--- config.mk ---
export PLATFORM = sky130hd
export DESIGN_NAME = fcd_arc_out
export DESIGN_NICKNAME = d
export VERILOG_FILES = /design/src/hw/rtl/fcd_pkg.sv /design/src/hw/rtl/fcd_arc_out.sv
export SDC_FILE = /design/constraint.sdc
export NUM_CORES = 1
export LEC_CHECK = 0
export ABC_AREA = 0
export BUFFER_PORTS_ARGS = -buffer_cell sky130_fd_sc_hd__buf_2
export CORE_MARGIN = 2
export CORE_UTILIZATION = 25
export DETAILED_ROUTE_END_ITERATION = 16
export GPL_TIMING_DRIVEN = 0
export SLEW_MARGIN = 30
export SYNTH_ARGS = -nofsm -noshare
export SYNTH_HDL_FRONTEND = slang
export SYNTH_SLANG_ARGS = --single-unit
--- constraint.sdc ---
create_clock -name clk -period 3.77 [get_ports clk]
set_input_delay 0.1885 -clock clk [delete_from_list [all_inputs] [get_ports clk]]
set_output_delay 0.1885 -clock clk [all_outputs]
set_load 0.01 [all_outputs]
--- src/hw/rtl/fcd_pkg.sv ---
// Shared types, constants and helper functions for the FAST corner detector.
// No dependencies; every other file of the block refers to it by scoped names.
`default_nettype none

package fcd_pkg;

    // Geometry of the neighborhood
    localparam int WIN       = 7;
    localparam int LINES     = 6;
    localparam int RADIUS    = 3;
    localparam int CIRCLE_N  = 16;
    localparam int PIX_W     = 8;
    localparam int DIM_W     = 11;
    localparam int COORD_W   = 10;
    localparam int SLOT_W    = 3;
    localparam int ARC_W     = 5;
    localparam int LINE_W    = LINES * PIX_W;

    // Limits on the effective frame size and arc length
    localparam logic [DIM_W-1:0] MIN_DIM    = 11'd7;
    localparam logic [DIM_W-1:0] MAX_HEIGHT = 11'd1024;
    localparam logic [ARC_W-1:0] ARC_MIN    = 5'd9;
    localparam logic [ARC_W-1:0] ARC_MAX    = 5'd16;

    // Register reset values
    localparam logic [PIX_W-1:0] THRESHOLD_RST = 8'd20;
    localparam logic [DIM_W-1:0] WIDTH_RST     = 11'd640;
    localparam logic [DIM_W-1:0] HEIGHT_RST    = 11'd480;
    localparam logic [ARC_W-1:0] ARC_RST       = 5'd12;

    // Configuration register indexes
    typedef enum logic [1:0] {
        REG_THRESHOLD    = 2'd0,
        REG_IMAGE_WIDTH  = 2'd1,
        REG_IMAGE_HEIGHT = 2'd2,
        REG_ARC_LENGTH   = 2'd3
    } reg_idx_t;

    // Window row and column of each circle point, clockwise from the top
    localparam logic [2:0] CIRC_ROW [CIRCLE_N] = '{
        3'd0, 3'd0, 3'd1, 3'd2, 3'd3, 3'd4, 3'd5, 3'd6,
        3'd6, 3'd6, 3'd5, 3'd4, 3'd3, 3'd2, 3'd1, 3'd0
    };
    localparam logic [2:0] CIRC_COL [CIRCLE_N] = '{
        3'd3, 3'd4, 3'd5, 3'd6, 3'd6, 3'd6, 3'd5, 3'd4,
        3'd3, 3'd2, 3'd1, 3'd0, 3'd0, 3'd0, 3'd1, 3'd2
    };

    typedef struct packed {
        logic [PIX_W-1:0] threshold;
        logic [DIM_W-1:0] image_width;
        logic [DIM_W-1:0] image_height;
        logic [ARC_W-1:0] arc_length;
    } cfg_t;

    // Per-word bookkeeping that travels with the pixel down the pipe
    typedef struct packed {
        logic               center_valid;
        logic               check;
        logic [COORD_W-1:0] cx;
        logic [COORD_W-1:0] cy;
    } meta_t;

    typedef struct packed {
        meta_t             meta;
        logic [SLOT_W-1:0] slot;
        logic [PIX_W-1:0]  pixel;
    } s1_t;

    typedef struct packed {
        meta_t               meta;
        logic [CIRCLE_N-1:0] bright;
        logic [CIRCLE_N-1:0] dark;
    } s3_t;

    // True if the 16-bit ring mask holds a cyclic run of at least arc ones
    function automatic logic has_arc(logic [CIRCLE_N-1:0] m, logic [ARC_W-1:0] arc);
        logic [2*CIRCLE_N-1:0] mm;
        logic [CIRCLE_N-1:0]   need;
        logic [CIRCLE_N-1:0]   seg;
        logic                  hit;
        mm   = {m, m};
        need = CIRCLE_N'((17'd1 << arc) - 17'd1);
        hit  = 1'b0;
        for (int i = 0; i < CIRCLE_N; i++) begin
            seg = mm[i +: CIRCLE_N];
            hit = hit | (&(seg | ~need));
        end
        return hit;
    endfunction

endpackage

`default_nettype wire

--- src/hw/rtl/fcd_arc_out.sv ---
// Output stage: cyclic arc test on the compare masks and the result register.
// Depends on fcd_pkg (s3_t, has_arc, arc limits).
`default_nettype none

module fcd_arc_out (
    input  wire logic                             clk,
    input  wire logic                             rst_n,
    input  wire logic [fcd_pkg::ARC_W-1:0]        arc_length,
    input  wire logic                             s3_valid,
    output logic                                  s3_ready,
    input  wire fcd_pkg::s3_t                     s3_data,
    output logic                                  out_valid,
    input  wire logic                             out_ready,
    output logic                                  center_valid,
    output logic                                  is_corner,
    output logic                                  dark_corner,
    output logic [fcd_pkg::COORD_W-1:0]           center_x,
    output logic [fcd_pkg::COORD_W-1:0]           center_y
);

    logic                         vo_reg;
    logic                         cv_reg;
    logic                         corner_reg;
    logic                         dark_reg;
    logic [fcd_pkg::COORD_W-1:0]  cx_reg;
    logic [fcd_pkg::COORD_W-1:0]  cy_reg;

    logic [fcd_pkg::ARC_W-1:0]    arc_eff;
    logic                         hit_bright;
    logic                         hit_dark;
    logic                         take;

    assign take     = !vo_reg || out_ready;
    assign s3_ready = take;

    // Clamp arc length and run the ring tests
    always_comb
    begin
        arc_eff = arc_length;
        if (arc_eff < fcd_pkg::ARC_MIN)
        begin
            arc_eff = fcd_pkg::ARC_MIN;
        end
        else if (arc_eff > fcd_pkg::ARC_MAX)
        begin
            arc_eff = fcd_pkg::ARC_MAX;
        end
        hit_bright = fcd_pkg::has_arc(s3_data.bright, arc_eff);
        hit_dark   = fcd_pkg::has_arc(s3_data.dark, arc_eff);
    end

    always_ff @(posedge clk or negedge rst_n)
    begin
        if (!rst_n)
        begin
            vo_reg <= 1'b0;
        end
        else if (take)
        begin
            vo_reg <= s3_valid;
        end
    end

    // Load the result word; brighter arc wins over darker
    always_ff @(posedge clk)
    begin
        if (take && s3_valid)
        begin
            cv_reg     <= s3_data.meta.center_valid;
            corner_reg <= hit_bright || hit_dark;
            dark_reg   <= !hit_bright && hit_dark;
            cx_reg     <= s3_data.meta.cx;
            cy_reg     <= s3_data.meta.cy;
        end
    end

    assign out_valid    = vo_reg;
    assign center_valid = cv_reg;
    assign is_corner    = corner_reg;
    assign dark_corner  = dark_reg;
    assign center_x     = cx_reg;
    assign center_y     = cy_reg;

endmodule

`default_nettype wire

==> out/metrics.yaml <==
cp-start-kind: "input pin"
grt_pass1_wl_um: 28900
worstMarginPinSlew_ns: 1.009
ys_ff_latch: 24
period_minus_slack_ns: 3.216
via_per_inst: 6.444
final_antenna_net_count: 0
synthTopCellsByArea: "edfxtp_1, a21oi_1, o21ai_0, o211ai_1, a2111oi_0"
cts_sinks: 24
setup_ws_ns: 0.5536
num_rows: 45
status: "finished clean"
seq_area_frac_synth: 0.1875
dpl.hpwl_um: 13560
fin_hold_ws_ns: 0.1084
crit_type: "in2reg"
grt_max_degree: 24
hold_violations: 0
diodes: 0
path_clk_slew_ns: 0.06
synth_ff_type: "edfxtp_1"
pwr_density_cell_mw_per_mm2: 228.2
multi_input_area_mm2: 0.002698
path_max_fanout: 10
initial_core_util: 0.2539
synthAdderAreaFrac: 0.003278
drt_iter0_markers: 897
synth_top_cell_by_area: "edfxtp_1"
yosysUniqueCellTypes: 56
synth_cells: 567
maxCapViolations: 0
min_path_type: "in2reg"
drc: 0
finClkSkew_ns: 0.004040
stdcell_count: 843
max_slew_margin: 0.3100
dieArea_mm2: 0.01627
finalSetupViolations: 0
postSynth.asyncResetShare: 0.04167
fin_crit_sh: 0.8531
power.static_leakage_nw: 1.617
ir_drop_uv: 127.3
postPlaceCellArea_mm2: 0.004468
final_area_mm2: 0.004584
wire_per_inst_um: 22.31
grt_pass1_vias: 5083
end_kind: "register"
wl_um: 18810
yosys_warnings: 0
synth-edff-count: 23
worstPathArrival_ns: 3.18
power.total_mw: 1.046
grt_use_total: 0.2198
syn_avg_cell_area_um2: 6.733
firstDrtPassIters: 8
htreeDepth: 1
cts-root-buf: "clkbuf_16"
synth_mux_area_frac: 0
clockBufferDepth: 2
synth_top_family_by_area: "compound AO/OA/AOI/OAI gates"
port_buffers: 82
slew_violations: 0
dp_cells: 838
grt_setup_unrepaired: "false"
dp_slack_ns: 0.4577
synth_compound_area_frac: 0.4730
nFillCells: 1662
insertion_delay_ns: 0.25
cts_tree: "yes"
yosys.area_share.simple: 0.2278
fin_nets: 720
core_area_mm2: 0.01503
final_core_util: 0.3050
cts_buffers: 3
fmax_ghz: 0.3109
syn-cell-area_mm2: 0.003817
num_vias: 5432
io_pins: 88
seq_area_um2: 715.7
die_h_um: 127.6
synth_top_area_share: 0.1809
layout-drive-gt1-share: 0.1740
worst_ep_required_time_ns: 3.73
antenna_found_initial: 0
overflow: 0
finalWeightedCongestion: 0.9917
fp.dieW_um: 127.6
final.setup.tns_ns: 0
synth_xor_area_frac: 0
area_delta_synth_final_pct: 20.09
layout by cell type, fill, tap and decap left out, drive strengths merged, types with 3 or more instances in the layout:
master and instances:
a22oi 14, clkbuf 51, and3 5, or4 3, a211oi 5, nand2b 12, nor2 34, inv 27
o22ai 6, and2 4, a211o 4, nor2b 21, o221ai 6, o21ai 53, edfxtp 23, a21oi 79
nor3 5, buf 105, nor4 14, o211ai 33, o2111ai 15, nand2 52, a2111oi 25, nand3 16
a221oi 9
path summary, 6_finish.rpt:
check | slack [ns] | to | cells after the start | start
setup / recovery | 0.55 | is_corner$_DFFE_PP_ | 11 | arc_length[2]
hold / removal | 0.11 | center_x[7]$_DFFE_PP_ | 1 | s3_data[49]
setup reg to reg | 2.44 | center_x[2]$_DFFE_PP_ | 2 | out_valid$_DFFE_PN0N_
hold reg to reg | 0.52 | out_valid$_DFFE_PN0N_ | 2 | out_valid$_DFFE_PN0N_
max in group asynchronous | 3.45 | out_valid$_DFFE_PN0N_ | 2 | rst_n
min in group asynchronous | 0.24 | out_valid$_DFFE_PN0N_ | 2 | rst_n
logic make-up (layout without fill, tap and decap cells):
family,after synthesis,count (layout)
buffers and inverters,98,185
and+or+nand+nor,174,174
adders and majority gates,1,1
AOI/OAI and AO/OA,269,269
other,1,2
DFF,24,24
registers in the layout (all words and copies together), names as in the netlist:
| register | cells |
|---|---|
| dark_corner | 1 |
| center_x | 10 |
| out_valid | 1 |
| is_corner | 1 |
| center_y | 10 |
| center_valid | 1 |
layer usage:
layer	global-route usage	up-vias	routed length, um
li1	-	2354	-
met1	0.2957	2453	7123
met2	0.3369	514	7883
met3	0.05821	111	2865
met4	0.08274	0	933
met5	0	-	0
cell type report:
class	count	share of cell area
well taps	188	0.05131
repair buffers	83	0.09170
multi-input cells	446	0.5884
clock buffers	3	0.01638
flip-flops and latches	24	0.1561
inverters	27	0.02211
plain buffers	71	0.06741
clock inverters	1	0.006550
what timing repair did:
item	in CTS	in global routing
hold endpoints to repair	1	0
setup endpoints to repair	0	0
buffers inserted	0	0
hold buffers	1	0
resized for setup	0	0
cells in the mapped netlist (3+ instances only):
library cell	number
nor2_1	34
nand2_1	51
o21ai_0	51
nor2b_1	21
o211ai_1	33
clkbuf_1	48
nand3_1	16
a221oi_1	9
buf_2	16
nor4_1	14
a22oi_1	14
o22ai_1	6
nand2b_1	12
a21oi_1	75
o2111ai_1	15
buf_1	4
or4_1	3
o221ai_1	6
edfxtp_1	23
a2111oi_1	3
nor3_1	5
a211oi_1	4
a211o_1	4
a2111oi_0	22
buf_6	3
a21oi_2	4
and3_1	5
and2_1	4
inv_1	27
power breakdown:
| group | internal (mW) | total, mW | switching [mW] | leakage [nW] |
|---|---|---|---|---|
| clock | 0.211 | 0.292 | 0.0810 | 0.0511 |
| sequential | 0.312 | 0.316 | 0.00316 | 0.230 |
| combinational | 0.134 | 0.439 | 0.306 | 1.34 |
| total | 0.656 | 1.05 | 0.390 | 1.62 |
worst max-delay path: stages:
cell	delay, ns
buf_2	0.13
clkbuf_1	0.43
nand3_1	0.34
a22o_1	0.45
clkbuf_1	0.33
nor2_1	0.17
nor4_1	0.11
o21ai_0	0.21
o2111ai_1	0.17
nor4b_2	0.44
nand4b_1	0.21
(Power assumes the default switching activity.)
