## src/hw/rtl/fcd_pkg.sv

```systemverilog
// Shared types, constants and helper functions for the FAST corner detector.
// No dependencies; every other file of the block refers to it by scoped names.
`default_nettype none

package fcd_pkg;

    // Geometry of the neighborhood
    localparam int WIN       = 7;
    localparam int LINES     = 6;
    localparam int RADIUS    = 3;
    localparam int CIRCLE_N  = 16;
    localparam int PIX_W     = 8;
    localparam int DIM_W     = 11;
    localparam int COORD_W   = 10;
    localparam int SLOT_W    = 3;
    localparam int ARC_W     = 5;
    localparam int LINE_W    = LINES * PIX_W;

    // Limits on the effective frame size and arc length
    localparam logic [DIM_W-1:0] MIN_DIM    = 11'd7;
    localparam logic [DIM_W-1:0] MAX_HEIGHT = 11'd1024;
    localparam logic [ARC_W-1:0] ARC_MIN    = 5'd9;
    localparam logic [ARC_W-1:0] ARC_MAX    = 5'd16;

    // Register reset values
    localparam logic [PIX_W-1:0] THRESHOLD_RST = 8'd20;
    localparam logic [DIM_W-1:0] WIDTH_RST     = 11'd640;
    localparam logic [DIM_W-1:0] HEIGHT_RST    = 11'd480;
    localparam logic [ARC_W-1:0] ARC_RST       = 5'd12;

    // Configuration register indexes
    typedef enum logic [1:0] {
        REG_THRESHOLD    = 2'd0,
        REG_IMAGE_WIDTH  = 2'd1,
        REG_IMAGE_HEIGHT = 2'd2,
        REG_ARC_LENGTH   = 2'd3
    } reg_idx_t;

    // Window row and column of each circle point, clockwise from the top
    localparam logic [2:0] CIRC_ROW [CIRCLE_N] = '{
        3'd0, 3'd0, 3'd1, 3'd2, 3'd3, 3'd4, 3'd5, 3'd6,
        3'd6, 3'd6, 3'd5, 3'd4, 3'd3, 3'd2, 3'd1, 3'd0
    };
    localparam logic [2:0] CIRC_COL [CIRCLE_N] = '{
        3'd3, 3'd4, 3'd5, 3'd6, 3'd6, 3'd6, 3'd5, 3'd4,
        3'd3, 3'd2, 3'd1, 3'd0, 3'd0, 3'd0, 3'd1, 3'd2
    };

    typedef struct packed {
        logic [PIX_W-1:0] threshold;
        logic [DIM_W-1:0] image_width;
        logic [DIM_W-1:0] image_height;
        logic [ARC_W-1:0] arc_length;
    } cfg_t;

    // Per-word bookkeeping that travels with the pixel down the pipe
    typedef struct packed {
        logic               center_valid;
        logic               check;
        logic [COORD_W-1:0] cx;
        logic [COORD_W-1:0] cy;
    } meta_t;

    typedef struct packed {
        meta_t             meta;
        logic [SLOT_W-1:0] slot;
        logic [PIX_W-1:0]  pixel;
    } s1_t;

    typedef struct packed {
        meta_t               meta;
        logic [CIRCLE_N-1:0] bright;
        logic [CIRCLE_N-1:0] dark;
    } s3_t;

    // True if the 16-bit ring mask holds a cyclic run of at least arc ones
    function automatic logic has_arc(logic [CIRCLE_N-1:0] m, logic [ARC_W-1:0] arc);
        logic [2*CIRCLE_N-1:0] mm;
        logic [CIRCLE_N-1:0]   need;
        logic [CIRCLE_N-1:0]   seg;
        logic                  hit;
        mm   = {m, m};
        need = CIRCLE_N'((17'd1 << arc) - 17'd1);
        hit  = 1'b0;
        for (int i = 0; i < CIRCLE_N; i++) begin
            seg = mm[i +: CIRCLE_N];
            hit = hit | (&(seg | ~need));
        end
        return hit;
    endfunction

endpackage

`default_nettype wire

```

## src/hw/rtl/fcd_window.sv

```systemverilog
// Window stage: 7x7 pixel window fed from the line store, then the circle compares.
// Depends on fcd_pkg (s1_t, s3_t, circle tables).
`default_nettype none

module fcd_window (
    input  wire logic                             clk,
    input  wire logic                             rst_n,
    input  wire logic [fcd_pkg::PIX_W-1:0]        threshold,
    input  wire logic                             s1_valid,
    output logic                                  s1_ready,
    input  wire fcd_pkg::s1_t                     s1_data,
    input  wire logic [fcd_pkg::LINE_W-1:0]       col_data,
    output logic                                  s3_valid,
    input  wire logic                             s3_ready,
    output fcd_pkg::s3_t                          s3_data
);

    logic [fcd_pkg::PIX_W-1:0] win_reg [fcd_pkg::WIN][fcd_pkg::WIN];
    logic                      v2_reg;
    fcd_pkg::meta_t            meta2_reg;
    logic                      v3_reg;
    fcd_pkg::s3_t              s3_reg;

    logic [fcd_pkg::PIX_W-1:0] new_col [fcd_pkg::WIN];
    logic                      s3_free;
    logic                      s2_free;
    logic                      load2;
    logic                      load3;
    fcd_pkg::s3_t              s3_next;

    assign s3_free  = !v3_reg || s3_ready;
    assign s2_free  = !v2_reg || s3_free;
    assign s1_ready = s2_free;
    assign load2    = s1_valid && s2_free;
    assign load3    = v2_reg && s3_free;

    // Rotate the line store lanes so the oldest row lands on top
    always_comb
    begin
        logic [3:0] lane;
        for (int k = 0; k < fcd_pkg::LINES; k++)
        begin
            lane = 4'(s1_data.slot) + 4'(k);
            if (lane >= 4'(fcd_pkg::LINES))
            begin
                lane = lane - 4'(fcd_pkg::LINES);
            end
            new_col[k] = col_data[lane*fcd_pkg::PIX_W +: fcd_pkg::PIX_W];
        end
        new_col[fcd_pkg::WIN-1] = s1_data.pixel;
    end

    // Compare each circle point against center plus and minus threshold
    always_comb
    begin
        logic [fcd_pkg::PIX_W:0] ctr;
        logic [fcd_pkg::PIX_W:0] p;
        logic [fcd_pkg::PIX_W:0] thr;
        ctr = {1'b0, win_reg[fcd_pkg::RADIUS][fcd_pkg::RADIUS]};
        thr = {1'b0, threshold};
        s3_next.meta = meta2_reg;
        for (int k = 0; k < fcd_pkg::CIRCLE_N; k++)
        begin
            p = {1'b0, win_reg[fcd_pkg::CIRC_ROW[k]][fcd_pkg::CIRC_COL[k]]};
            s3_next.bright[k] = meta2_reg.check && (p > ctr + thr);
            s3_next.dark[k]   = meta2_reg.check && (ctr > p + thr);
        end
    end

    // Stage valid bits
    always_ff @(posedge clk or negedge rst_n)
    begin
        if (!rst_n)
        begin
            v2_reg <= 1'b0;
            v3_reg <= 1'b0;
        end
        else
        begin
            if (s2_free)
            begin
                v2_reg <= s1_valid;
            end
            if (s3_free)
            begin
                v3_reg <= v2_reg;
            end
        end
    end

    // Shift the window left and insert the new column; hold the masks
    always_ff @(posedge clk)
    begin
        if (load2)
        begin
            for (int r = 0; r < fcd_pkg::WIN; r++)
            begin
                for (int c = 0; c < fcd_pkg::WIN - 1; c++)
                begin
                    win_reg[r][c] <= win_reg[r][c+1];
                end
                win_reg[r][fcd_pkg::WIN-1] <= new_col[r];
            end
            meta2_reg <= s1_data.meta;
        end
        if (load3)
        begin
            s3_reg <= s3_next;
        end
    end

    assign s3_valid = v3_reg;
    assign s3_data  = s3_reg;

endmodule

`default_nettype wire

```

## config.mk

```make
export PLATFORM = sky130hd
export DESIGN_NAME = fcd_window
export DESIGN_NICKNAME = d
export VERILOG_FILES = /design/src/hw/rtl/fcd_pkg.sv /design/src/hw/rtl/fcd_window.sv
export SDC_FILE = /design/constraint.sdc
export NUM_CORES = 1
export LEC_CHECK = 0
export BUFFER_PORTS_ARGS = -buffer_cell sky130_fd_sc_hd__buf_2
export CAP_MARGIN = 20
export CELL_PAD_IN_SITES_DETAIL_PLACEMENT = 1
export CELL_PAD_IN_SITES_GLOBAL_PLACEMENT = 1
export CORE_ASPECT_RATIO = 1.2
export CORE_MARGIN = 8
export CORE_UTILIZATION = 52
export DETAILED_ROUTE_END_ITERATION = 8
export PLACE_DENSITY = 0.9
export SLEW_MARGIN = 25
export SYNTH_ARGS = -nofsm -noshare
export SYNTH_HDL_FRONTEND = slang
export SYNTH_SLANG_ARGS = --single-unit
```

## constraint.sdc

```tcl
create_clock -name clk -period 30 [get_ports clk]
set_clock_uncertainty 0.15 [all_clocks]
set_input_delay 1.5 -clock clk [delete_from_list [all_inputs] [get_ports clk]]
set_output_delay 1.5 -clock clk [all_outputs]
set_load 0.01 [all_outputs]
```

==> impl_metrics.prom, run 1 <==
# TYPE chip_impl_metric gauge
chip_impl_metric{name="worst_slack_setup_final",unit="ps"} 24430
chip_impl_info{name="setup_repair_after_global_routing_missed_its_margin",value="false"} 1
chip_impl_metric{name="cellPowerDensity",unit="mW/mm2"} 64.8
chip_impl_metric{name="syn-mean-instance-area",unit="um2"} 12.4
chip_impl_metric{name="tns",unit="ps"} 0
chip_impl_metric{name="mappedNetlistNets",unit=""} 2570
chip_impl_metric{name="post-cts-setup-buffers",unit=""} 0
chip_impl_metric{name="die_x",unit="um"} 219
chip_impl_metric{name="share_comb_of_total_power",unit=""} 0.293
chip_impl_metric{name="cts_made_buffers",unit=""} 43
chip_impl_metric{name="dp_worst_setup_slack",unit="ps"} 24220
chip_impl_metric{name="cellInternalPower",unit="mW"} 1.25
chip_impl_info{name="critical_path.cell_chain",value="buf_2 > ha_1 > a21o_1 > a21oi_1 > o21bai_1 > a21oi_1 > o21bai_1 > xnor2_2 > buf_4 > ha_1 > nand3_1 > nor2_1 > nor3_1 > maj3_1 > o221a_1"} 1
chip_impl_metric{name="yosysUniqueCellTypes",unit=""} 75
chip_impl_metric{name="post_synth_instance_area",unit="mm2"} 0.0257
chip_impl_metric{name="clock_sinks",unit=""} 422
chip_impl_info{name="worst_hold_path.endpoint",value="win_reg[5][30]$_DFFE_PP_"} 1
chip_impl_info{name="hold_path_class",value="flip-flop to flip-flop"} 1
chip_impl_metric{name="critical_path.max_stage_delay",unit="ps"} 680
chip_impl_metric{name="detailedRoute.firstIterationViolations",unit=""} 1604
chip_impl_info{name="critPathSlowestCell",value="sky130_fd_sc_hd__xnor2_2"} 1
chip_impl_metric{name="syn_to_final_growth",unit="%"} 12.0
chip_impl_info{name="run_status",value="finished clean"} 1
chip_impl_info{name="critical_r2r_capture",value="s3_data[20]$_DFFE_PP_"} 1
chip_impl_metric{name="first_global_vias",unit=""} 21508
chip_impl_metric{name="drt_first_pass_iters",unit=""} 5
chip_impl_metric{name="num_vias",unit=""} 19344
chip_impl_metric{name="drv_cap",unit=""} 0
chip_impl_metric{name="synthesis_stage_register_bit_count",unit=""} 422
chip_impl_metric{name="async_set_or_reset_flop_fraction_in_the_synthesized_netlist",unit=""} 0.00474
chip_impl_info{name="worstReg2RegStart",value="win_reg[3][25]$_DFFE_PP_"} 1
chip_impl_metric{name="tightest_slew",unit="ps"} 1080
chip_impl_metric{name="worst_ir_drop_vdd",unit="mV"} 0.0363
chip_impl_metric{name="clockBufferDepth",unit=""} 3
chip_impl_metric{name="reg2reg_slack",unit="ps"} 25140
chip_impl_info{name="synth_flop_cell",value="sky130_fd_sc_hd__edfxtp_1"} 1
chip_impl_info{name="synth_area_leader_cell",value="sky130_fd_sc_hd__edfxtp_1"} 1
chip_impl_info{name="root_buffer",value="sky130_fd_sc_hd__clkbuf_16"} 1
chip_impl_metric{name="synth_sequential_area_ratio",unit=""} 0.493
chip_impl_metric{name="detail_route.wirelength",unit="um"} 85000
chip_impl_metric{name="cts.htree.levels",unit=""} 2
chip_impl_metric{name="switchingPower",unit="uW"} 611
chip_impl_metric{name="nNetsFinal",unit=""} 2760
chip_impl_metric{name="floorplan.io_pins",unit=""} 149
chip_impl_metric{name="critPathArrivalTime",unit="ps"} 5770
chip_impl_metric{name="cts.reportedPaths.clkPinSlew",unit="ps"} 70
chip_impl_metric{name="die_area",unit="mm2"} 0.0568
chip_impl_metric{name="core.rowCount",unit=""} 89
chip_impl_info{name="synth.top_cells.by_area",value="sky130_fd_sc_hd__edfxtp_1, sky130_fd_sc_hd__ha_1, sky130_fd_sc_hd__xor2_1, sky130_fd_sc_hd__a21oi_1, sky130_fd_sc_hd__o21ai_0"} 1
chip_impl_metric{name="drc_errors",unit=""} 0
chip_impl_metric{name="fp.coreArea",unit="mm2"} 0.0490
chip_impl_metric{name="largest_register_ffs",unit=""} 344
chip_impl_metric{name="yosys.area.top_type_share",unit=""} 0.491
chip_impl_metric{name="gp_routability_congestion",unit=""} 0.949
chip_impl_metric{name="worstPathMaxFanout",unit=""} 18
chip_impl_info{name="layout.cells.most_common",value="sky130_fd_sc_hd__edfxtp_1"} 1
chip_impl_metric{name="static-leakage-power",unit="nW"} 11.8
chip_impl_metric{name="yosys_warnings",unit=""} 0
chip_impl_info{name="leading_cell_types_in_the_layout_fill_and_taps_excluded",value="sky130_fd_sc_hd__edfxtp_1, sky130_fd_sc_hd__ha_1, sky130_fd_sc_hd__buf_2"} 1
chip_impl_metric{name="layout.cell_area.non_filler",unit="mm2"} 0.0288
chip_impl_metric{name="antenna_found_initial",unit=""} 2
chip_impl_metric{name="final_hold_viol_count",unit=""} 0
chip_impl_metric{name="worst_skew_pair.late_latency",unit="ps"} 600
chip_impl_metric{name="cts-resized-gates",unit=""} 0
chip_impl_metric{name="wl_per_cell",unit="um"} 29.0
chip_impl_metric{name="ff2ff_path_depth",unit=""} 15
chip_impl_metric{name="final-max-slew-violation-count",unit=""} 0
chip_impl_metric{name="globalRouteOverflowTotal",unit=""} 0
chip_impl_metric{name="fillerInstances",unit=""} 5014
chip_impl_info{name="critical-path-top-delay-family",value="compound AO/OA/AOI/OAI gates"} 1
chip_impl_metric{name="holdPathStages",unit=""} 0
chip_impl_metric{name="die_y",unit="um"} 260
chip_impl_metric{name="ant_nets",unit=""} 0
chip_impl_metric{name="first_pass_grt_wire_length",unit="um"} 127000
chip_impl_info{name="timing.critical_path.to_type",value="flip-flop"} 1
chip_impl_metric{name="grt_start_max_net_pins",unit=""} 92
chip_impl_metric{name="timing.final.crit_period",unit="ps"} 5570
chip_impl_metric{name="netSwitchingFraction",unit=""} 0.327
chip_impl_info{name="tritoncts",value="yes"} 1
chip_impl_metric{name="critical_path_buf_inv_count",unit=""} 2
chip_impl_metric{name="max_slew_margin",unit=""} 0.280
chip_impl_metric{name="grt.total_usage",unit=""} 0.295
chip_impl_metric{name="instance_count_of_the_mapped_netlist",unit=""} 2070
chip_impl_metric{name="post_dp_cell_area",unit="mm2"} 0.0273
chip_impl_metric{name="buffer_ports.inserted",unit=""} 148
chip_impl_metric{name="drt-vias-per-instance",unit=""} 6.60
chip_impl_metric{name="floorplan.initialDensity",unit=""} 0.524
chip_impl_info{name="worstSetupPathType",value="primary input to flip-flop"} 1
chip_impl_metric{name="required",unit="ps"} 30190
chip_impl_metric{name="layout-drive-gt1-share",unit=""} 0.134
chip_impl_metric{name="tcrit_tclk_final",unit=""} 0.186
chip_impl_metric{name="synth_edf_count",unit=""} 420
chip_impl_metric{name="report.power.total",unit="mW"} 1.86
chip_impl_info{name="worstSetupStartpointType",value="primary input"} 1
chip_impl_metric{name="cts-hold-fix-buffers",unit=""} 0
chip_impl_metric{name="dp.final_hpwl",unit="um"} 55800
chip_impl_metric{name="finalSetupViolations",unit=""} 0
chip_impl_metric{name="power_frac_clock",unit=""} 0.304
chip_impl_metric{name="sequential_group_share_of_total_power",unit=""} 0.403
chip_impl_info{name="worstHoldStart",value="win_reg[5][22]$_DFFE_PP_"} 1
chip_impl_metric{name="maxClockFrequency",unit="MHz"} 179
==> worst max-delay path by stage <==
stage                 start                      to  slack, ps  cells after the start
2_1_floorplan      s3_ready  meta2_reg[0]$_DFFE_PP_      19060                      2
3_3_place_gp   threshold[0]   s3_data[19]$_DFFE_PP_      24470                     13
3_5_place_dp   threshold[0]   s3_data[25]$_DFFE_PP_      24220                     11
4_1_cts        threshold[1]   s3_data[20]$_DFFE_PP_      24720                     15
5_1_grt        threshold[1]   s3_data[20]$_DFFE_PP_      24320                     15
6_report       threshold[1]   s3_data[20]$_DFFE_PP_      24430                     15
==> kinds of logic (layout without fill, tap and decap cells) <==
family / count (synthesis) / count (layout) / share of synthesized area
muxes: 84 / 84 / 0.0343
and+or+nand+nor: 465 / 465 / 0.0913
xor gates and xnor gates: 105 / 105 / 0.0367
other: 0 / 1 / 0
DFF: 422 / 422 / 0.493
buffers and inverters: 106 / 329 / 0.0179
AOI/OAI and AO/OA: 478 / 478 / 0.123
adders and majority gates: 410 / 410 / 0.204
==> power by group through the flow <==
stage          Sequential [mW]  Clock [mW]  Combinational (mW)
4_1_cts                  0.750       0.571               0.533
6_report                 0.751       0.567               0.547
3_3_place_gp             0.755           0               0.449
5_1_grt                  0.753       0.587               0.588
2_1_floorplan            0.761           0               0.336
3_5_place_dp             0.760           0               0.508
==> layout make-up <==
class	instances	area, um2	share of cell area
Sequential cell	422	12700	0.440
Multi-Input combinational cell	1542	12600	0.439
Clock buffer	55	1160	0.0404
Timing Repair Buffer	169	926	0.0322
Tap cell	637	797	0.0277
Inverter	82	308	0.0107
Clock inverter	23	293	0.0102
Antenna cell	1	2.50	0.0000870
==> layer usage <==
layer  wire length [um]  GRT usage  vias up
met5                  0          0        -
met4               7310      0.231        0
met3               5690     0.0545      465
met2              42200      0.509     1054
met1              29900      0.316     9454
li1                   -          -     8371
==> Yosys cell counts, drive strengths merged, types with 16 or more instances <==
library cell / instances
nand4: 47
a21o: 38
nor2: 149
xor2: 84
ha: 390
o22ai: 26
nand2: 54
buf: 20
nor2b: 52
mux2i: 54
nor3: 48
o21ai: 115
o21a: 45
inv: 82
a211oi: 16
xnor2: 21
fa: 17
nand3: 34
a21oi: 114
nand2b: 25
o41ai: 17
edfxtp: 420
mux2: 30
and2: 19
==> worst register-to-register path: stages (launching register included) <==
cell and delay, ps:
sky130_fd_sc_hd__edfxtp_1 340, sky130_fd_sc_hd__buf_4 440, sky130_fd_sc_hd__ha_1 380, sky130_fd_sc_hd__a21o_1 180
sky130_fd_sc_hd__a21oi_1 420, sky130_fd_sc_hd__o21bai_1 170, sky130_fd_sc_hd__a21oi_1 200, sky130_fd_sc_hd__o21bai_1 110
sky130_fd_sc_hd__xnor2_2 690, sky130_fd_sc_hd__buf_4 330, sky130_fd_sc_hd__ha_1 200, sky130_fd_sc_hd__nand3_1 110
sky130_fd_sc_hd__nor2_1 160, sky130_fd_sc_hd__nor3_1 90, sky130_fd_sc_hd__maj3_1 390, sky130_fd_sc_hd__o221a_1 260
==> through the flow <==
step                utilization  instances  hold slack [ps]
detailed placement        0.556       2851              256
floorplan                     -       2070              250
global route              0.587       2930              273
finish                    0.587       2931              265
CTS                       0.586       2929              270
global placement          0.556       2851              251
(Power assumes the default switching activity.)
==> run 2: changes to the inputs <==
ABC_AREA = 1   (was unset)
CORE_UTILIZATION = 45   (was 52)
PLACE_DENSITY = 0.85   (was 0.9)
clock period = 4.5 ns   (was 30 ns; I/O delays follow)
==> run 2 against run 1 <==
Effect of this change:
- wire length rose by 3.3%
- global-route usage fell by 2.8 points
- cell count is 16% higher
- register-to-register slack lost 24000 ps
- sequential power rose to 6.8 times the previous value
- first-iteration DRC count rose by 11%
- sequential share of layout area decreased by 0.77 points
- hold slack got worse by 130 ps
- via count is 5.3% higher
- core utilization is 7.2 points lower
- combinational power grew to 7.2 times the previous value
- sequential cell count unchanged
- critical path type is now flip-flop to flip-flop
- highest routed layer is now met5
==> impl_metrics.prom, run 2 <==
# TYPE chip_impl_metric gauge
chip_impl_info{name="run_status",value="finished clean"} 1
chip_impl_metric{name="first_pass_grt_wire_length",unit="um"} 133000
chip_impl_info{name="synth_area_leader_cell",value="sky130_fd_sc_hd__edfxtp_1"} 1
chip_impl_metric{name="yosys_warnings",unit=""} 0
chip_impl_info{name="timing.critical_path.to_type",value="flip-flop"} 1
chip_impl_metric{name="mappedNetlistNets",unit=""} 2890
chip_impl_metric{name="ant_nets",unit=""} 0
chip_impl_info{name="gr-max-usage-layer",value="met2"} 1
chip_impl_metric{name="gp_routability_congestion",unit=""} 0.967
chip_impl_info{name="synth.top_cells.by_area",value="sky130_fd_sc_hd__edfxtp_1, sky130_fd_sc_hd__ha_1, sky130_fd_sc_hd__nand2_1, sky130_fd_sc_hd__a21oi_1, sky130_fd_sc_hd__inv_1"} 1
chip_impl_metric{name="antenna_found_initial",unit=""} 1
chip_impl_metric{name="nNetsFinal",unit=""} 3132
chip_impl_info{name="hold_path_class",value="primary input to flip-flop"} 1
chip_impl_metric{name="maxClockFrequency",unit="MHz"} 273
chip_impl_metric{name="yosysUniqueCellTypes",unit=""} 42
chip_impl_metric{name="synthesis_stage_register_bit_count",unit=""} 422
chip_impl_info{name="critPathMostFrequentCell",value="sky130_fd_sc_hd__nand2_1"} 1
chip_impl_metric{name="cts-resized-gates",unit=""} 0
chip_impl_metric{name="post-cts-setup-buffers",unit=""} 0
chip_impl_info{name="tritoncts",value="yes"} 1
chip_impl_info{name="critPathSlowestCell",value="sky130_fd_sc_hd__fa_1"} 1
chip_impl_metric{name="critical_path.max_stage_delay",unit="ps"} 430
chip_impl_metric{name="final_hold_viol_count",unit=""} 0
chip_impl_metric{name="finalSetupViolations",unit=""} 0
chip_impl_info{name="worstHoldStart",value="col_data[14]"} 1
chip_impl_metric{name="required",unit="ps"} 4680
chip_impl_info{name="worstSetupStartpointType",value="flip-flop"} 1
chip_impl_metric{name="tns",unit="ps"} 0
chip_impl_metric{name="cellInternalPower",unit="mW"} 8.26
chip_impl_info{name="leading_cell_types_in_the_layout_fill_and_taps_excluded",value="sky130_fd_sc_hd__edfxtp_1, sky130_fd_sc_hd__ha_1, sky130_fd_sc_hd__nand2_1"} 1
chip_impl_info{name="worst_hold_path.endpoint",value="win_reg[3][6]$_DFFE_PP_"} 1
chip_impl_info{name="synth.most_common_cell",value="sky130_fd_sc_hd__edfxtp_1"} 1
chip_impl_metric{name="tcrit_tclk_final",unit=""} 0.815
chip_impl_metric{name="core.rowCount",unit=""} 96
chip_impl_metric{name="max_slew_margin",unit=""} 0.248
chip_impl_metric{name="grt.met3_usage",unit=""} 0.0483
chip_impl_metric{name="yosys.area.top_type_share",unit=""} 0.491
chip_impl_metric{name="synth_edf_count",unit=""} 420
chip_impl_metric{name="post_synth_instance_area",unit="mm2"} 0.0257
chip_impl_metric{name="cts-hold-fix-buffers",unit=""} 36
chip_impl_metric{name="static-leakage-power",unit="nW"} 12.5
chip_impl_metric{name="worstPathMaxFanout",unit=""} 8
chip_impl_metric{name="fp.coreArea",unit="mm2"} 0.0568
chip_impl_metric{name="timing.final.crit_period",unit="ps"} 3670
chip_impl_metric{name="detailedRoute.firstIterationViolations",unit=""} 1778
chip_impl_info{name="synth_flop_cell",value="sky130_fd_sc_hd__edfxtp_1"} 1
chip_impl_info{name="startpoint",value="win_reg[3][24]$_DFFE_PP_"} 1
chip_impl_metric{name="floorplan.io_pins",unit=""} 149
chip_impl_metric{name="worst_skew_pair.late_latency",unit="ps"} 580
chip_impl_metric{name="syn_to_final_growth",unit="%"} 14.1
chip_impl_metric{name="power_frac_clock",unit=""} 0.286
chip_impl_metric{name="instance_count_of_the_mapped_netlist",unit=""} 2390
chip_impl_metric{name="final_util",unit=""} 0.515
chip_impl_metric{name="reg2reg_slack",unit="ps"} 830
chip_impl_metric{name="floorplan.initialDensity",unit=""} 0.452
chip_impl_metric{name="grt_start_max_net_pins",unit=""} 172
chip_impl_metric{name="switchingPower",unit="mW"} 4.45
chip_impl_metric{name="critPathArrivalTime",unit="ps"} 3840
chip_impl_metric{name="sequential_group_share_of_total_power",unit=""} 0.404
chip_impl_metric{name="buffer_ports.inserted",unit=""} 148
chip_impl_metric{name="synth_sequential_area_ratio",unit=""} 0.493
chip_impl_metric{name="largest_register_ffs",unit=""} 344
chip_impl_info{name="worstSetupPathType",value="flip-flop to flip-flop"} 1
chip_impl_metric{name="grt.total_usage",unit=""} 0.267
chip_impl_metric{name="drt_first_pass_iters",unit=""} 6
chip_impl_metric{name="share_comb_of_total_power",unit=""} 0.310
chip_impl_metric{name="cts.reportedPaths.clkPinSlew",unit="ps"} 70
chip_impl_metric{name="report.power.total",unit="mW"} 12.7
chip_impl_metric{name="die_x",unit="um"} 234
chip_impl_info{name="netlist_top_cells_count",value="sky130_fd_sc_hd__edfxtp_1, sky130_fd_sc_hd__ha_1, sky130_fd_sc_hd__nand2_1"} 1
chip_impl_metric{name="die_area",unit="mm2"} 0.0650
chip_impl_metric{name="tightest_slew",unit="ps"} 1130
chip_impl_metric{name="detail_route.wirelength",unit="um"} 87800
chip_impl_metric{name="num_vias",unit=""} 20364
chip_impl_metric{name="clock_sinks",unit=""} 422
chip_impl_metric{name="globalRouteOverflowTotal",unit=""} 0
chip_impl_metric{name="cts.htree.levels",unit=""} 2
chip_impl_info{name="critical_path.cell_chain",value="ha_1 > inv_1 > fa_1 > inv_1 > nand2_1 > nand2_1 > nand2_1 > xor2_2 > buf_4 > ha_1 > a21oi_1 > o21ai_0 > or2_2 > nand4_1 > nand2_1 > nand2_1 > a21oi_1"} 1
chip_impl_metric{name="worst_ir_drop_vdd",unit="mV"} 0.261
chip_impl_info{name="worstReg2RegStart",value="win_reg[3][24]$_DFFE_PP_"} 1
chip_impl_metric{name="drt-vias-per-instance",unit=""} 5.99
chip_impl_metric{name="cts_made_buffers",unit=""} 43
chip_impl_metric{name="layout-drive-gt1-share",unit=""} 0.107
chip_impl_metric{name="wl_per_cell",unit="um"} 25.8
chip_impl_info{name="root_buffer",value="sky130_fd_sc_hd__clkbuf_16"} 1
chip_impl_metric{name="cellPowerDensity",unit="mW/mm2"} 434
chip_impl_metric{name="holdPathStages",unit=""} 5
chip_impl_metric{name="first_global_vias",unit=""} 22747
chip_impl_metric{name="netSwitchingFraction",unit=""} 0.350
chip_impl_metric{name="dp.final_hpwl",unit="um"} 61100
chip_impl_info{name="critical_r2r_capture",value="s3_data[28]$_DFFE_PP_"} 1
chip_impl_info{name="setup_repair_after_global_routing_missed_its_margin",value="false"} 1
chip_impl_info{name="layout.cells.most_common",value="sky130_fd_sc_hd__edfxtp_1"} 1
chip_impl_metric{name="syn-mean-instance-area",unit="um2"} 10.7
chip_impl_metric{name="drc_errors",unit=""} 0
chip_impl_metric{name="final-max-slew-violation-count",unit=""} 0
chip_impl_metric{name="async_set_or_reset_flop_fraction_in_the_synthesized_netlist",unit=""} 0.00474
chip_impl_metric{name="ff2ff_path_depth",unit=""} 17
chip_impl_metric{name="gr-usage-met2",unit=""} 0.477
chip_impl_metric{name="grt_use_met1",unit=""} 0.276
chip_impl_metric{name="drv_cap",unit=""} 0
chip_impl_metric{name="clockBufferDepth",unit=""} 3
chip_impl_metric{name="die_y",unit="um"} 278
run 2: cell count changes in the layout (fill, tap and decap cells not counted), moves of 43 or more:
cell,before,now
sky130_fd_sc_hd__inv_1,81,221
sky130_fd_sc_hd__nand2_1,52,365
sky130_fd_sc_hd__nor2b_1,51,0
sky130_fd_sc_hd__a21oi_1,112,250
sky130_fd_sc_hd__nand3_1,34,121
sky130_fd_sc_hd__o21a_1,45,0
sky130_fd_sc_hd__mux2i_1,53,10
run 2: stage by stage:
step           setup WS, ps  hold WS [ps]  cell area [um2]  cells
2_1_floorplan         -2200          -221            25700   2390
3_3_place_gp            881          -141            27500   3286
3_5_place_dp            663          -133            27500   3286
4_1_cts                 918           122            29300   3399
5_1_grt                 755           184            29300   3399
6_report                833           136            29300   3401
run 2: worst max-delay path by stage:
stage / to / slack (ps) / cells past startpoint
after floorplan: meta2_reg[0]$_DFFE_PP_ / -2200 / 3
after global placement: s3_data[31]$_DFFE_PP_ / 880 / 16
after detailed placement: s3_data[19]$_DFFE_PP_ / 660 / 16
after CTS: s3_data[28]$_DFFE_PP_ / 920 / 17
after global routing: s3_data[28]$_DFFE_PP_ / 750 / 17
final: s3_data[28]$_DFFE_PP_ / 830 / 17
run 2: area by class of cell:
| class | instances | area, um2 |
|---|---|---|
| diodes | 2 | 5.00 |
| clock buffers | 47 | 1090 |
| clock inverters | 30 | 287 |
| fillers | 6188 | 27500 |
| inverters | 227 | 856 |
| multi-input cells | 1715 | 12100 |
| flip-flops and latches | 422 | 12700 |
| well taps | 735 | 920 |
| repair buffers | 223 | 1410 |
run 2: cell families (layout without fill, tap and decap cells):
logic type	Yosys count	after routing	share of synthesized area
compound gates	467	467	0.102
xor+xnor	106	106	0.0362
fa+ha+maj	407	407	0.203
buf+inv	253	527	0.0387
flops	422	422	0.493
mux	10	10	0.00390
other cells	0	2	0
simple gates	725	725	0.123
run 2: metal layers:
layer,vias to the layer above,share of wire
met3,400,0.058
li1,9141,-
met5,-,0.00014
met1,9959,0.35
met4,2,0.083
met2,862,0.51
run 2: critical path, delay by kind of cell, from the launching register on:
family                   cells  cell delay, ps
AND/OR/NAND/NOR              7             880
buffers and inverters        3             470
flip-flops                   1             410
adder cells (fa/ha/maj)      3             950
AO/OA/AOI/OAI                3             370
XOR/XNOR                     1             180
run 2: power by group through the flow:
stage | sequential (mW) | combinational [mW] | clock [mW]
after floorplan | 5.15 | 2.40 | 0
after global placement | 5.15 | 3.30 | 0
after detailed placement | 5.19 | 3.74 | 0
after CTS | 5.11 | 3.87 | 3.63
after global routing | 5.15 | 4.32 | 3.79
final | 5.13 | 3.94 | 3.64
